File: src/stopword_language_detector_core_defines.svh
// Assertion macros shared by the stopword language detector RTL.
`ifndef STOPWORD_LANGUAGE_DETECTOR_CORE_DEFINES_SVH
`define STOPWORD_LANGUAGE_DETECTOR_CORE_DEFINES_SVH

`ifndef SYNTHESIS

// Check a property on every rising clock edge outside reset.
`define SLDET_ASSERT(lbl, clk, rst_n, prop, msg) \
    lbl: assert property (@(posedge clk) disable iff (!rst_n) (prop)) \
        else $error(msg);

// Check that a condition never holds outside reset.
`define SLDET_NEVER(lbl, clk, rst_n, cond, msg) \
    lbl: assert property (@(posedge clk) disable iff (!rst_n) !(cond)) \
        else $error(msg);

`else

`define SLDET_ASSERT(lbl, clk, rst_n, prop, msg)

`define SLDET_NEVER(lbl, clk, rst_n, cond, msg)

`endif

`endif

File: src/sldet_pkg.sv
// Types, constants, word tables and helper functions of the stopword language detector.
package sldet_pkg;

    // Token geometry
    localparam int TOKEN_BYTES = 4;
    localparam int TOKEN_BITS  = TOKEN_BYTES * 8;
    localparam int LEN_W       = 3;
    localparam int IDX_W       = $clog2(TOKEN_BYTES);
    localparam logic [LEN_W-1:0] LONG_MARK = LEN_W'(TOKEN_BYTES + 1);

    // Defaults for top-level parameters
    localparam int SCORE_WIDTH_DEF = 16;
    localparam int QUEUE_DEPTH_DEF = 4;
    localparam int HIT_W           = 16;

    // Language codes
    localparam logic [1:0] LANG_SPANISH = 2'd0;
    localparam logic [1:0] LANG_ENGLISH = 2'd1;
    localparam logic [1:0] LANG_GERMAN  = 2'd2;

    // Positions in the per-token hit vector
    localparam int HIT_ES = 0;
    localparam int HIT_EN = 1;
    localparam int HIT_DE = 2;

    typedef struct packed {
        logic [7:0] text_byte;
        logic       final_byte;
    } byte_item_t;

    typedef struct packed {
        logic [1:0]       language;
        logic [HIT_W-1:0] spanish_hits;
        logic [HIT_W-1:0] english_hits;
        logic [HIT_W-1:0] german_hits;
    } result_item_t;

    // Closed token, first character in the most significant byte
    typedef struct packed {
        logic [TOKEN_BITS-1:0] text;
        logic [LEN_W-1:0]      len;
        logic                  last;
    } token_t;

    // Stop-word tables, words left-justified and zero padded
    localparam int ES_WORDS = 9;
    localparam int EN_WORDS = 8;
    localparam int DE_WORDS = 8;

    localparam logic [LEN_W-1:0] ES_LEN [ES_WORDS] =
        '{3'd2, 3'd2, 3'd3, 3'd3, 3'd2, 3'd3, 3'd1, 3'd3, 3'd2};
    localparam logic [TOKEN_BITS-1:0] ES_TEXT [ES_WORDS] =
        '{{"el", 16'h0}, {"la", 16'h0}, {"los", 8'h0}, {"las", 8'h0},
          {"un", 16'h0}, {"una", 8'h0}, {"y", 24'h0}, {"que", 8'h0},
          {"es", 16'h0}};

    localparam logic [LEN_W-1:0] EN_LEN [EN_WORDS] =
        '{3'd3, 3'd3, 3'd3, 3'd4, 3'd4, 3'd4, 3'd4, 3'd4};
    localparam logic [TOKEN_BITS-1:0] EN_TEXT [EN_WORDS] =
        '{{"the", 8'h0}, {"and", 8'h0}, {"for", 8'h0}, "with",
          "from", "that", "have", "this"};

    localparam logic [LEN_W-1:0] DE_LEN [DE_WORDS] =
        '{3'd3, 3'd3, 3'd3, 3'd3, 3'd3, 3'd3, 3'd3, 3'd3};
    localparam logic [TOKEN_BITS-1:0] DE_TEXT [DE_WORDS] =
        '{{"der", 8'h0}, {"die", 8'h0}, {"das", 8'h0}, {"und", 8'h0},
          {"von", 8'h0}, {"mit", 8'h0}, {"auf", 8'h0}, {"bei", 8'h0}};

    // Token separators, NUL included
    function automatic logic is_delim(input logic [7:0] c);
        return c inside {8'h20, 8'h2E, 8'h2C, 8'h3B, 8'h3A,
                         8'h21, 8'h3F, 8'h0A, 8'h09, 8'h00};
    endfunction

    // ASCII lowercase, other bytes unchanged
    function automatic logic [7:0] to_lower(input logic [7:0] c);
        return (c inside {[8'h41:8'h5A]}) ? c + 8'h20 : c;
    endfunction

    // Compare one token against all three tables in parallel
    function automatic logic [2:0] token_hits(input logic [TOKEN_BITS-1:0] text,
                                              input logic [LEN_W-1:0]      len);
        logic [TOKEN_BITS-1:0] mask;
        logic [TOKEN_BITS-1:0] masked;
        logic [2:0]            hits;
        logic                  usable;
        mask   = ~({TOKEN_BITS{1'b1}} >> {len, 3'b000});
        masked = text & mask;
        usable = (len != '0) && (len <= LEN_W'(TOKEN_BYTES));
        hits   = '0;
        for (int i = 0; i < ES_WORDS; i++) begin
            if (usable && len == ES_LEN[i] && masked == ES_TEXT[i]) hits[HIT_ES] = 1'b1;
        end
        for (int i = 0; i < EN_WORDS; i++) begin
            if (usable && len == EN_LEN[i] && masked == EN_TEXT[i]) hits[HIT_EN] = 1'b1;
        end
        for (int i = 0; i < DE_WORDS; i++) begin
            if (usable && len == DE_LEN[i] && masked == DE_TEXT[i]) hits[HIT_DE] = 1'b1;
        end
        return hits;
    endfunction

endpackage

File: src/sldet_queue.sv
// Small token queue between the tokenizer and the scoring stage.
module sldet_queue
    import sldet_pkg::*;
#(
    parameter int DEPTH = QUEUE_DEPTH_DEF
)
(
    input  logic   clk,
    input  logic   rst_n,
    input  logic   push_valid,
    output logic   push_ready,
    input  token_t push_item,
    output logic   pop_valid,
    input  logic   pop_ready,
    output token_t pop_item
);

    localparam int PTR_W = (DEPTH > 1) ? $clog2(DEPTH) : 1;
    localparam int CNT_W = $clog2(DEPTH + 1);

    token_t             mem_reg [DEPTH];
    logic [PTR_W-1:0]   wr_ptr_reg, wr_ptr_next;
    logic [PTR_W-1:0]   rd_ptr_reg, rd_ptr_next;
    logic [CNT_W-1:0]   count_reg, count_next;
    logic               do_push, do_pop;

    // Flags and handshakes
    assign push_ready = (count_reg != CNT_W'(DEPTH));
    assign pop_valid  = (count_reg != '0);
    assign pop_item   = mem_reg[rd_ptr_reg];
    assign do_push    = push_valid && push_ready;
    assign do_pop     = pop_valid && pop_ready;

    // Advance pointers and count
    always_comb
    begin
        wr_ptr_next = wr_ptr_reg;
        rd_ptr_next = rd_ptr_reg;
        count_next  = count_reg;
        if (do_push)
        begin
            wr_ptr_next = (wr_ptr_reg == PTR_W'(DEPTH - 1)) ? '0 : wr_ptr_reg + 1'b1;
        end
        if (do_pop)
        begin
            rd_ptr_next = (rd_ptr_reg == PTR_W'(DEPTH - 1)) ? '0 : rd_ptr_reg + 1'b1;
        end
        if (do_push && !do_pop)
        begin
            count_next = count_reg + 1'b1;
        end
        else if (do_pop && !do_push)
        begin
            count_next = count_reg - 1'b1;
        end
    end

    always_ff @(posedge clk or negedge rst_n)
    begin
        if (!rst_n)
        begin
            wr_ptr_reg <= '0;
            rd_ptr_reg <= '0;
            count_reg  <= '0;
        end
        else
        begin
            wr_ptr_reg <= wr_ptr_next;
            rd_ptr_reg <= rd_ptr_next;
            count_reg  <= count_next;
        end
    end

    // Store the pushed item
    always_ff @(posedge clk)
    begin
        if (do_push)
        begin
            mem_reg[wr_ptr_reg] <= push_item;
        end
    end

endmodule

File: src/sldet_front.sv
// Tokenizer: takes text bytes, builds the open token and pushes closed tokens.
module sldet_front
    import sldet_pkg::*;
(
    input  logic       clk,
    input  logic       rst_n,
    input  logic       byte_valid,
    output logic       byte_stall,
    input  byte_item_t byte_item,
    output logic       tok_valid,
    input  logic       tok_ready,
    output token_t     tok_item
);

    logic [7:0]            chars_reg [TOKEN_BYTES];
    logic [LEN_W-1:0]      len_reg, len_next;
    logic                  accept;
    logic                  delim;
    logic                  closing;
    logic [7:0]            lower;
    logic [TOKEN_BITS-1:0] cur_text;
    logic [TOKEN_BITS-1:0] app_text;
    logic [LEN_W-1:0]      app_len;

    // Hold the input while the queue is full
    assign byte_stall = !tok_ready;
    assign accept     = byte_valid && tok_ready;
    assign delim      = is_delim(byte_item.text_byte);
    assign lower      = to_lower(byte_item.text_byte);
    assign closing    = delim || byte_item.final_byte;

    // Open token as it stands, and with this byte appended
    always_comb
    begin
        for (int k = 0; k < TOKEN_BYTES; k++)
        begin
            cur_text[(TOKEN_BYTES-1-k)*8 +: 8] = chars_reg[k];
            app_text[(TOKEN_BYTES-1-k)*8 +: 8] =
                (len_reg == LEN_W'(k)) ? lower : chars_reg[k];
        end
        app_len = (len_reg < LONG_MARK) ? len_reg + 1'b1 : len_reg;
    end

    // Push the closed token on a separator or on the last byte
    always_comb
    begin
        tok_valid     = accept && closing;
        tok_item.text = delim ? cur_text : app_text;
        tok_item.len  = delim ? len_reg : app_len;
        tok_item.last = byte_item.final_byte;
    end

    // Advance or clear the token length
    always_comb
    begin
        len_next = len_reg;
        if (accept)
        begin
            len_next = closing ? '0 : app_len;
        end
    end

    always_ff @(posedge clk or negedge rst_n)
    begin
        if (!rst_n)
        begin
            len_reg <= '0;
        end
        else
        begin
            len_reg <= len_next;
        end
    end

    // Store token characters while there is room
    always_ff @(posedge clk)
    begin
        if (accept && !delim && len_reg < LEN_W'(TOKEN_BYTES))
        begin
            chars_reg[len_reg[IDX_W-1:0]] <= lower;
        end
    end

endmodule

File: src/sldet_back.sv
// Scoring stage: matches tokens, counts hits and produces the result item.
module sldet_back
    import sldet_pkg::*;
#(
    parameter int SCORE_WIDTH = SCORE_WIDTH_DEF
)
(
    input  logic         clk,
    input  logic         rst_n,
    input  logic         tok_valid,
    output logic         tok_ready,
    input  token_t       tok_item,
    output logic         result_valid,
    input  logic         result_stall,
    output result_item_t result_item
);

    localparam logic [SCORE_WIDTH-1:0] SCORE_MAX = {SCORE_WIDTH{1'b1}};

    logic [SCORE_WIDTH-1:0] es_reg, es_next, en_reg, en_next, de_reg, de_next;
    logic [SCORE_WIDTH-1:0] es_bump, en_bump, de_bump;
    logic                   out_valid_reg, out_valid_next;
    result_item_t           out_reg, out_next;
    logic                   out_free;
    logic                   pop;
    logic [2:0]             hits;
    logic [1:0]             lang;
    logic [SCORE_WIDTH+HIT_W-1:0] es_ext, en_ext, de_ext;

    // Take a last token only when the output register can load
    assign out_free  = !out_valid_reg || !result_stall;
    assign tok_ready = !tok_item.last || out_free;
    assign pop       = tok_valid && tok_ready;

    // Match and bump saturating counters
    always_comb
    begin
        hits    = token_hits(tok_item.text, tok_item.len);
        es_bump = es_reg + SCORE_WIDTH'(hits[HIT_ES] && es_reg != SCORE_MAX);
        en_bump = en_reg + SCORE_WIDTH'(hits[HIT_EN] && en_reg != SCORE_MAX);
        de_bump = de_reg + SCORE_WIDTH'(hits[HIT_DE] && de_reg != SCORE_MAX);
    end

    // Pick the winner, ties to Spanish then English
    always_comb
    begin
        if (es_bump >= en_bump && es_bump >= de_bump)
        begin
            lang = LANG_SPANISH;
        end
        else if (en_bump >= de_bump)
        begin
            lang = LANG_ENGLISH;
        end
        else
        begin
            lang = LANG_GERMAN;
        end
        es_ext = {{HIT_W{1'b0}}, es_bump};
        en_ext = {{HIT_W{1'b0}}, en_bump};
        de_ext = {{HIT_W{1'b0}}, de_bump};
    end

    // Update counters, load or drop the result
    always_comb
    begin
        es_next        = es_reg;
        en_next        = en_reg;
        de_next        = de_reg;
        out_next       = out_reg;
        out_valid_next = out_valid_reg && result_stall;
        if (pop)
        begin
            if (tok_item.last)
            begin
                es_next                  = '0;
                en_next                  = '0;
                de_next                  = '0;
                out_valid_next           = 1'b1;
                out_next.language        = lang;
                out_next.spanish_hits    = es_ext[HIT_W-1:0];
                out_next.english_hits    = en_ext[HIT_W-1:0];
                out_next.german_hits     = de_ext[HIT_W-1:0];
            end
            else
            begin
                es_next = es_bump;
                en_next = en_bump;
                de_next = de_bump;
            end
        end
    end

    always_ff @(posedge clk or negedge rst_n)
    begin
        if (!rst_n)
        begin
            es_reg        <= '0;
            en_reg        <= '0;
            de_reg        <= '0;
            out_valid_reg <= 1'b0;
        end
        else
        begin
            es_reg        <= es_next;
            en_reg        <= en_next;
            de_reg        <= de_next;
            out_valid_reg <= out_valid_next;
        end
    end

    always_ff @(posedge clk)
    begin
        out_reg <= out_next;
    end

    assign result_valid = out_valid_reg;
    assign result_item  = out_reg;

endmodule

File: src/stopword_language_detector_core.sv
// Top level of the stopword language detector: tokenizer, token queue, scoring stage.
//
//   channel   direction  handshake                    payload
//   byte      in         byte_valid / byte_stall      byte_item   (byte_item_t)
//   result    out        result_valid / result_stall  result_item (result_item_t)
//
// One text byte is taken per cycle while byte_stall is low; one result follows the last byte of a text.
// The last byte's token goes through the token queue, and its result through the output register.
// byte_stall rises only while the token queue is full; the scorer waits on a
// stalled result only when it reaches the next last-byte token.
// Reset clears token length, counters, queue pointers and the result valid.
`include "stopword_language_detector_core_defines.svh"

module stopword_language_detector_core
    import sldet_pkg::*;
#(
    parameter int SCORE_WIDTH = SCORE_WIDTH_DEF,
    parameter int QUEUE_DEPTH = QUEUE_DEPTH_DEF
)
(
    input  logic         clk,
    input  logic         rst_n,
    input  logic         byte_valid,
    output logic         byte_stall,
    input  byte_item_t   byte_item,
    output logic         result_valid,
    input  logic         result_stall,
    output result_item_t result_item
);

    logic   push_valid, push_ready;
    token_t push_item;
    logic   pop_valid, pop_ready;
    token_t pop_item;

    // Split bytes into tokens
    sldet_front u_front
    (
        .clk        (clk),
        .rst_n      (rst_n),
        .byte_valid (byte_valid),
        .byte_stall (byte_stall),
        .byte_item  (byte_item),
        .tok_valid  (push_valid),
        .tok_ready  (push_ready),
        .tok_item   (push_item)
    );

    // Decouple tokenizer and scorer
    sldet_queue #(
        .DEPTH (QUEUE_DEPTH)
    ) u_queue
    (
        .clk        (clk),
        .rst_n      (rst_n),
        .push_valid (push_valid),
        .push_ready (push_ready),
        .push_item  (push_item),
        .pop_valid  (pop_valid),
        .pop_ready  (pop_ready),
        .pop_item   (pop_item)
    );

    // Score tokens and report
    sldet_back #(
        .SCORE_WIDTH (SCORE_WIDTH)
    ) u_back
    (
        .clk          (clk),
        .rst_n        (rst_n),
        .tok_valid    (pop_valid),
        .tok_ready    (pop_ready),
        .tok_item     (pop_item),
        .result_valid (result_valid),
        .result_stall (result_stall),
        .result_item  (result_item)
    );

    // Checks
    `SLDET_ASSERT(a_final_pushes, clk, rst_n, (byte_valid && !byte_stall && byte_item.final_byte) |-> push_valid, "last byte accepted without a token push")
    `SLDET_ASSERT(a_last_gives_result, clk, rst_n, (pop_valid && pop_ready && pop_item.last) |=> result_valid, "last token scored without a result")
    `SLDET_NEVER(a_no_overwrite, clk, rst_n, pop_valid && pop_ready && pop_item.last && result_valid && result_stall, "stalled result overwritten")

endmodule
File: config.mk
export PLATFORM = sky130hd
export DESIGN_NAME = stopword_language_detector_core
export DESIGN_NICKNAME = d
export VERILOG_FILES = /design/src/sldet_pkg.sv /design/src/sldet_queue.sv /design/src/sldet_front.sv /design/src/sldet_back.sv /design/src/stopword_language_detector_core.sv
export VERILOG_INCLUDE_DIRS = /design/src /design/src/src
export SDC_FILE = /design/constraint.sdc
export NUM_CORES = 1
export LEC_CHECK = 0
export BUFFER_PORTS_ARGS = -buffer_cell sky130_fd_sc_hd__buf_2
export CAP_MARGIN = 20
export CORE_UTILIZATION = 35
export DETAILED_ROUTE_END_ITERATION = 6
export PLACE_DENSITY = 0.46
export SYNTH_ARGS = -nofsm -noshare
export SYNTH_HDL_FRONTEND = slang
export SYNTH_SLANG_ARGS = --single-unit
File: constraint.sdc
create_clock -name clk -period 6.6 [get_ports clk]
set_clock_uncertainty 0.1 [all_clocks]
set_input_delay 1.98 -clock clk [delete_from_list [all_inputs] [get_ports clk]]
set_output_delay 1.98 -clock clk [all_outputs]
set_load 0.1 [all_outputs]
Word level (Yosys, flattened, before mapping)
Memories as Yosys holds them, arrays and structs flattened. Cells that the tools add are included.

Order comparisons: 8. Shift operators: 1. Muxes and demuxes: 48. Eq/ne operators: 47. Reduce and logical (&&, ||, !) cells: 61. Add/sub/neg operators: 9. Bitwise logic cells: 2.

Operators by type and width (number): 32-bit by 31-bit == test with 1-bit output (second input constant) (25); 8-bit by 6-bit == test with 1-bit output (second input constant) (7); 16-bit by 1-bit adder with 16-bit output (3); 16-bit greater-or-equal comparator (3); 16-bit two-way mux (3); 16-bit inequality test (second input constant) (3); 1-bit logical AND (44); 8-bit two-way mux (5); 32-bit bitwise AND (1); 32-bit two-way mux (1); 32-bit inverter (1); 32-bit by 6-bit right shift with 32-bit output (first input constant) (1); 1-bit two-way mux (31); 8-bit by 4-bit == test with 1-bit output (second input constant) (2); 3-bit two-way mux (5); 3-bit by 2-bit == test with 1-bit output (second input constant) (4); 10-bit nonzero test (1); 8-bit by 6-bit adder with 8-bit output (second input constant) (1); 8-bit by 7-bit greater-or-equal comparator with 1-bit output (second input constant) (1); 8-bit by 7-bit less-or-equal comparator with 1-bit output (second input constant) (1); 8-bit logical NOT (1); 1-bit logical NOT (7); 3-bit by 1-bit adder with 3-bit output (second input constant) (2); 3-bit by 1-bit == test with 1-bit output (second input constant) (2); other kinds (13) (21).

Bits in registers: 109. Output and inout bits: 52. Memory bits (writable): 176. Memories kept: 2. Logic and storage cells: 190. Bits of input ports: 13.

Memories: u_queue.mem_reg (depth 4, width 36, read ports 1, clocked after memory_dff 0, write ports 1, RTL line sldet_queue.sv:21) `token_t mem_reg [DEPTH];`; u_front.chars_reg (depth 4, width 8, read ports 4, clocked after memory_dff 0, write ports 1, RTL line sldet_front.sv:15) `logic [7:0] chars_reg [TOKEN_BYTES];`.

Logic depth before layout (Yosys ltp)
An unclocked memory read counts as a cell.

Depth in word-level cells: 19. Mapped depth: 27. Gate-level depth less buffers: 25.

By module
From an unflattened synthesis, not the netlist that was laid out.

Cells, all modules: 1011. Area total of the unflattened synthesis: 13949.6 sq um.

Modules (own cells, without submodules): sldet_back (area each 6326.1 sq um, cells each 645, times used 1); sldet_queue (area each 5625.4 sq um, cells each 224, times used 1); sldet_front (area each 1998.2 sq um, cells each 142, times used 1).

Worst setup path after synthesis
Ideal clock, no wire load.

Path kind: flip-flop to flip-flop. From: reg u_queue.rd_ptr_reg[0]. To: reg u_back.out_reg (netlist bit u_back.result_item[48]), data pin. Data required time: 6.232 ns. Arrival time: 4.970 ns. Cell stages (with the launch flop): 28. Setup time: 0.268 ns. Buffers on the path: 2. Setup slack: 1.261 ns. Cell sequence: dfrtp_1 buf_6 mux4_2 buf_2 inv_1 ha_1 nand2b_1 or3b_1 nor2_1 nand4_1 a211oi_1 o41ai_1 a22oi_1 ha_1 ha_1 nand2_1 nor2_1 nand3_1 nor2_1 nand3_1 xor2_1 inv_1 ha_1 a21o_1 a21oi_1 o21ai_0 a21o_1 a21boi_0.

Elaborated cells on any way between the ends: 101.

RTL lines: start, declared (RTL line sldet_queue.sv:23) `logic [PTR_W-1:0] rd_ptr_reg, rd_ptr_next;`; start signal, assigned (RTL line sldet_queue.sv:69) `rd_ptr_reg <= rd_ptr_next;`; memory 4 x 36 bit (*); 32-bit by 6-bit right shift with 32-bit output (RTL line sldet_pkg.sv:87) `mask = ~({TOKEN_BITS{1'b1}} >> {len, 3'b000});`; 32-bit inverter (RTL line sldet_pkg.sv:87); 32-bit bitwise AND (RTL line sldet_pkg.sv:88) `masked = text & mask;`; 32-bit by 31-bit == test with 1-bit output (RTL line sldet_pkg.sv:95) `if (usable && len == EN_LEN[i] && masked == EN_TEXT[i]) hits[HIT_EN] = 1'b1;`; 1-bit logical AND (RTL line sldet_pkg.sv:95); 1-bit two-way mux (7 in a row) (RTL line sldet_pkg.sv:95); 1-bit two-way mux (*) (RTL line sldet_pkg.sv:95); 1-bit logical AND (*) (RTL line sldet_back.sv:40) `en_bump = en_reg + SCORE_WIDTH'(hits[HIT_EN] && en_reg != SCORE_MAX);`; 16-bit by 1-bit adder with 16-bit output (*) (RTL line sldet_back.sv:40); net u_back.en_bump[14] (RTL line sldet_back.sv:21) `logic [SCORE_WIDTH-1:0] es_bump, en_bump, de_bump;`; 16-bit greater-or-equal comparator (on tied branches) (RTL line sldet_back.sv:51, sldet_back.sv:47); 2-bit two-way mux or 1-bit logical AND (tied branches) (RTL line sldet_back.sv:51, sldet_back.sv:47); end signal, assigned (RTL line sldet_back.sv:114) `out_reg <= out_next;`; end, declared (RTL line sldet_back.sv:23) `result_item_t out_reg, out_next;`.

Mark *: on every way through the listed nets, which the timed path passes. The rest lies on a longest branch. A chain may end at the register's enable or synchronous reset.

Worst setup path after layout
From: reg u_queue.rd_ptr_reg[1]. To: reg u_back.out_reg (netlist bit u_back.result_item[48]), data pin.

Same word-level chain as after synthesis.

==> reports/results.ini <==
[clocking]
clockBufferDepth = 3
cts_root_buf = clkbuf_16
cts_buffers = 34
cts_max_level = 2
hold_buffers = 0
cts_tree = done
clk_latency_ns = 0.54
cts.sinks = 285
clk_pin_slew_ns = 0.06

[worst_setup_path]
worstRegToRegCells = 22
worstPathArrival_ns = 6.35
crit_required_ns = 6.76
worstSetupStartpointType = flop
path_class = reg -> reg
reg2reg_from = u_queue.rd_ptr_reg[1]
r2r_end = u_back.result_item[48]
r2r_slack_ns = 0.42
path_max_fanout = 25
endpoint_kind = flop

[synth]
syn_inst = 1009
synth_seq_area_share_pct = 60.8
synth_edf_count = 226
syn_area_per_cell_um2 = 13.5
syn_area_um2 = 13600
synth-seq-cells = 285
synth_top_area_cell = edfxtp_1
yosysUniqueCellTypes = 64
async_reset_ff_share_pct = 20.7
synth_ff_type = edfxtp_1
ys.warnings.count = 0
synth_top_area_share_pct = 49.9
synth_nets = 1091
synth_top_cells_by_area = edfxtp_1, dfrtp_1, ha_1, mux4_2, mux2_2

[grt]
grt_pass1_wl_um = 52100
grt_use_total_pct = 17.7
grt_antenna_before_repair = 0
grt_start_max_net_pins = 77
grt.overflow.total = 0
grt_pass1_vias = 8549

[timing]
finalCritPeriodShare_pct = 93.6
relSlewSlack_pct = 31.8
worstMarginPinSlew_ns = 1.02
hold_viol_final = 0
grt_setup_unrepaired = no
setup_viol = 0
tns_ns = 0
fmax_mhz = 162
setup_ws_ns = 0.419
min_period_ns = 6.18
slew_violations = 0
fin_hold_ws_ns = 0.402

[floorplan]
die_w_um = 199
start_util_pct = 35.9
die-area_um2 = 39700
core-area_um2 = 37900
die_y_um = 199
rows = 71
io-pin-count = 65

[pwr]
cellLeakagePower_nw = 6.14
power.density_nw_per_um2 = 447
ir_worst_vdd_uv = 266
power_mw = 7.09

[placed_design]
preCtsSetupSlack_ns = 0.251
hpwl_um = 23700
post_dp_cell_area_um2 = 14800
dp.cells = 1599
gp_congestion = 0.820
io_buffer_count = 64

[worst_hold_path]
holdPathStages = 1
min_to = u_queue.count_reg[2]
min_path_type = reg -> reg
hold_start = u_queue.count_reg[2]

[drt]
wire_per_inst_um = 20.2
drc = 0
vias = 8459
avgViaCountPerCell = 5.09
first_iter_violations = 477
ant_nets = 0
wirelength_um = 33600
first_pass_iters = 5

[layout]
final_common_cell = edfxtp_1
fin_area_um2 = 15900
finish.net_count = 1208
largest_reg_flops = 144
n_antenna_cell = 0
fillers = 3545
final_cell_mix = edfxtp_1, ha_1, nand3_1, o21ai_0, buf_2
area_growth_pct = 16.6
drive_gt1_share_pct = 20.8
regArea_um2 = 8270
final_cell_count_no_fill = 1663
final_util_pct = 41.8
multi_input_area_um2 = 5030

[status]
status = completed

[run]
maxCapViolCount = 0

## synthesized netlist by cell type, types with 7 or more instances
master    number
o21ai_0       65
nand4_1       20
nand4b_1       7
nand2b_1      16
a21oi_1       24
and2_1        12
dfrtp_1       59
xnor2_1       20
a21o_1        23
and3_1         8
nand3_1       65
buf_1          7
inv_1         46
xor2_1        26
buf_2          7
ha_1          68
clkbuf_1      16
edfxtp_1     226
mux4_2        24
nor3b_1        7
mux2_2        37
nand2_1       60
nor2_1        48
nor3_1        12
## logic make-up after synthesis
family | after synthesis | share of synthesized area, %
compound gates | 157 | 7.08
xor+xnor | 46 | 2.96
fa+ha+maj | 69 | 6.40
buf+inv | 78 | 2.33
flops | 285 | 60.8
mux | 69 | 8.22
simple gates | 305 | 12.2
## metal layers
| layer | track usage, % | routed length, µm |
|---|---|---|
| met1 | 22.8 | 15200 |
| met2 | 30.1 | 16500 |
| met3 | 2.55 | 943 |
| met4 | 6.58 | 925 |
| met5 | 0 | 0 |
## report_power, final
part,switching (mW),internal (mW),total [mW]
combinational,2.12,0.653,2.77
clock,0.739,1.05,1.78
sequential,0.121,2.41,2.53
total,2.98,4.11,7.09
## what timing repair did
| action | in CTS | in global routing |
|---|---|---|
| gates resized for setup | 0 | 3 |
| endpoints found under the setup margin | 0 | 2 |
| setup buffers | 0 | 2 |
## critical path: stages (launching register included)
cell      delay, ns
dfrtp_1        0.57
buf_4          0.41
mux4_1         0.47
nand2b_1       0.24
nor2_1         0.27
nand2_1        0.15
or3_1          0.40
nor4_2         0.29
o41ai_1        0.18
a22oi_1        0.18
ha_1           0.20
nand3_1        0.09
nor3_1         0.46
nor3b_1        0.30
xnor2_1        0.24
inv_1          0.12
ha_1           0.32
a21o_1         0.16
a21o_1         0.16
a21oi_1        0.17
o21ai_0        0.11
a21o_1         0.18
a21boi_0       0.12
## how the worst max path moves through the flow
stage / start / end / slack (ns) / cells after the start
detailed placement: u_queue.rd_ptr_reg[0] / u_back.result_item[48] / 0.25 / 24
finish: u_queue.rd_ptr_reg[1] / u_back.result_item[48] / 0.42 / 22
CTS: u_queue.rd_ptr_reg[0] / u_back.result_item[48] / 0.21 / 24
floorplan: u_queue.rd_ptr_reg[0] / u_back.result_item[48] / 1.26 / 27
global placement: u_queue.rd_ptr_reg[0] / u_back.result_item[48] / 0.21 / 24
global route: u_queue.rd_ptr_reg[0] / u_back.result_item[48] / 0.04 / 25
## cell type report
cell class,count,area share [%]
clock buffers,50,6.00
flip-flops and latches,285,52.1
clock inverters,12,0.655
multi-input cells,646,31.7
well taps,511,4.03
repair buffers,113,4.36
inverters,46,1.09
Power figures use the tool's default switching activity.
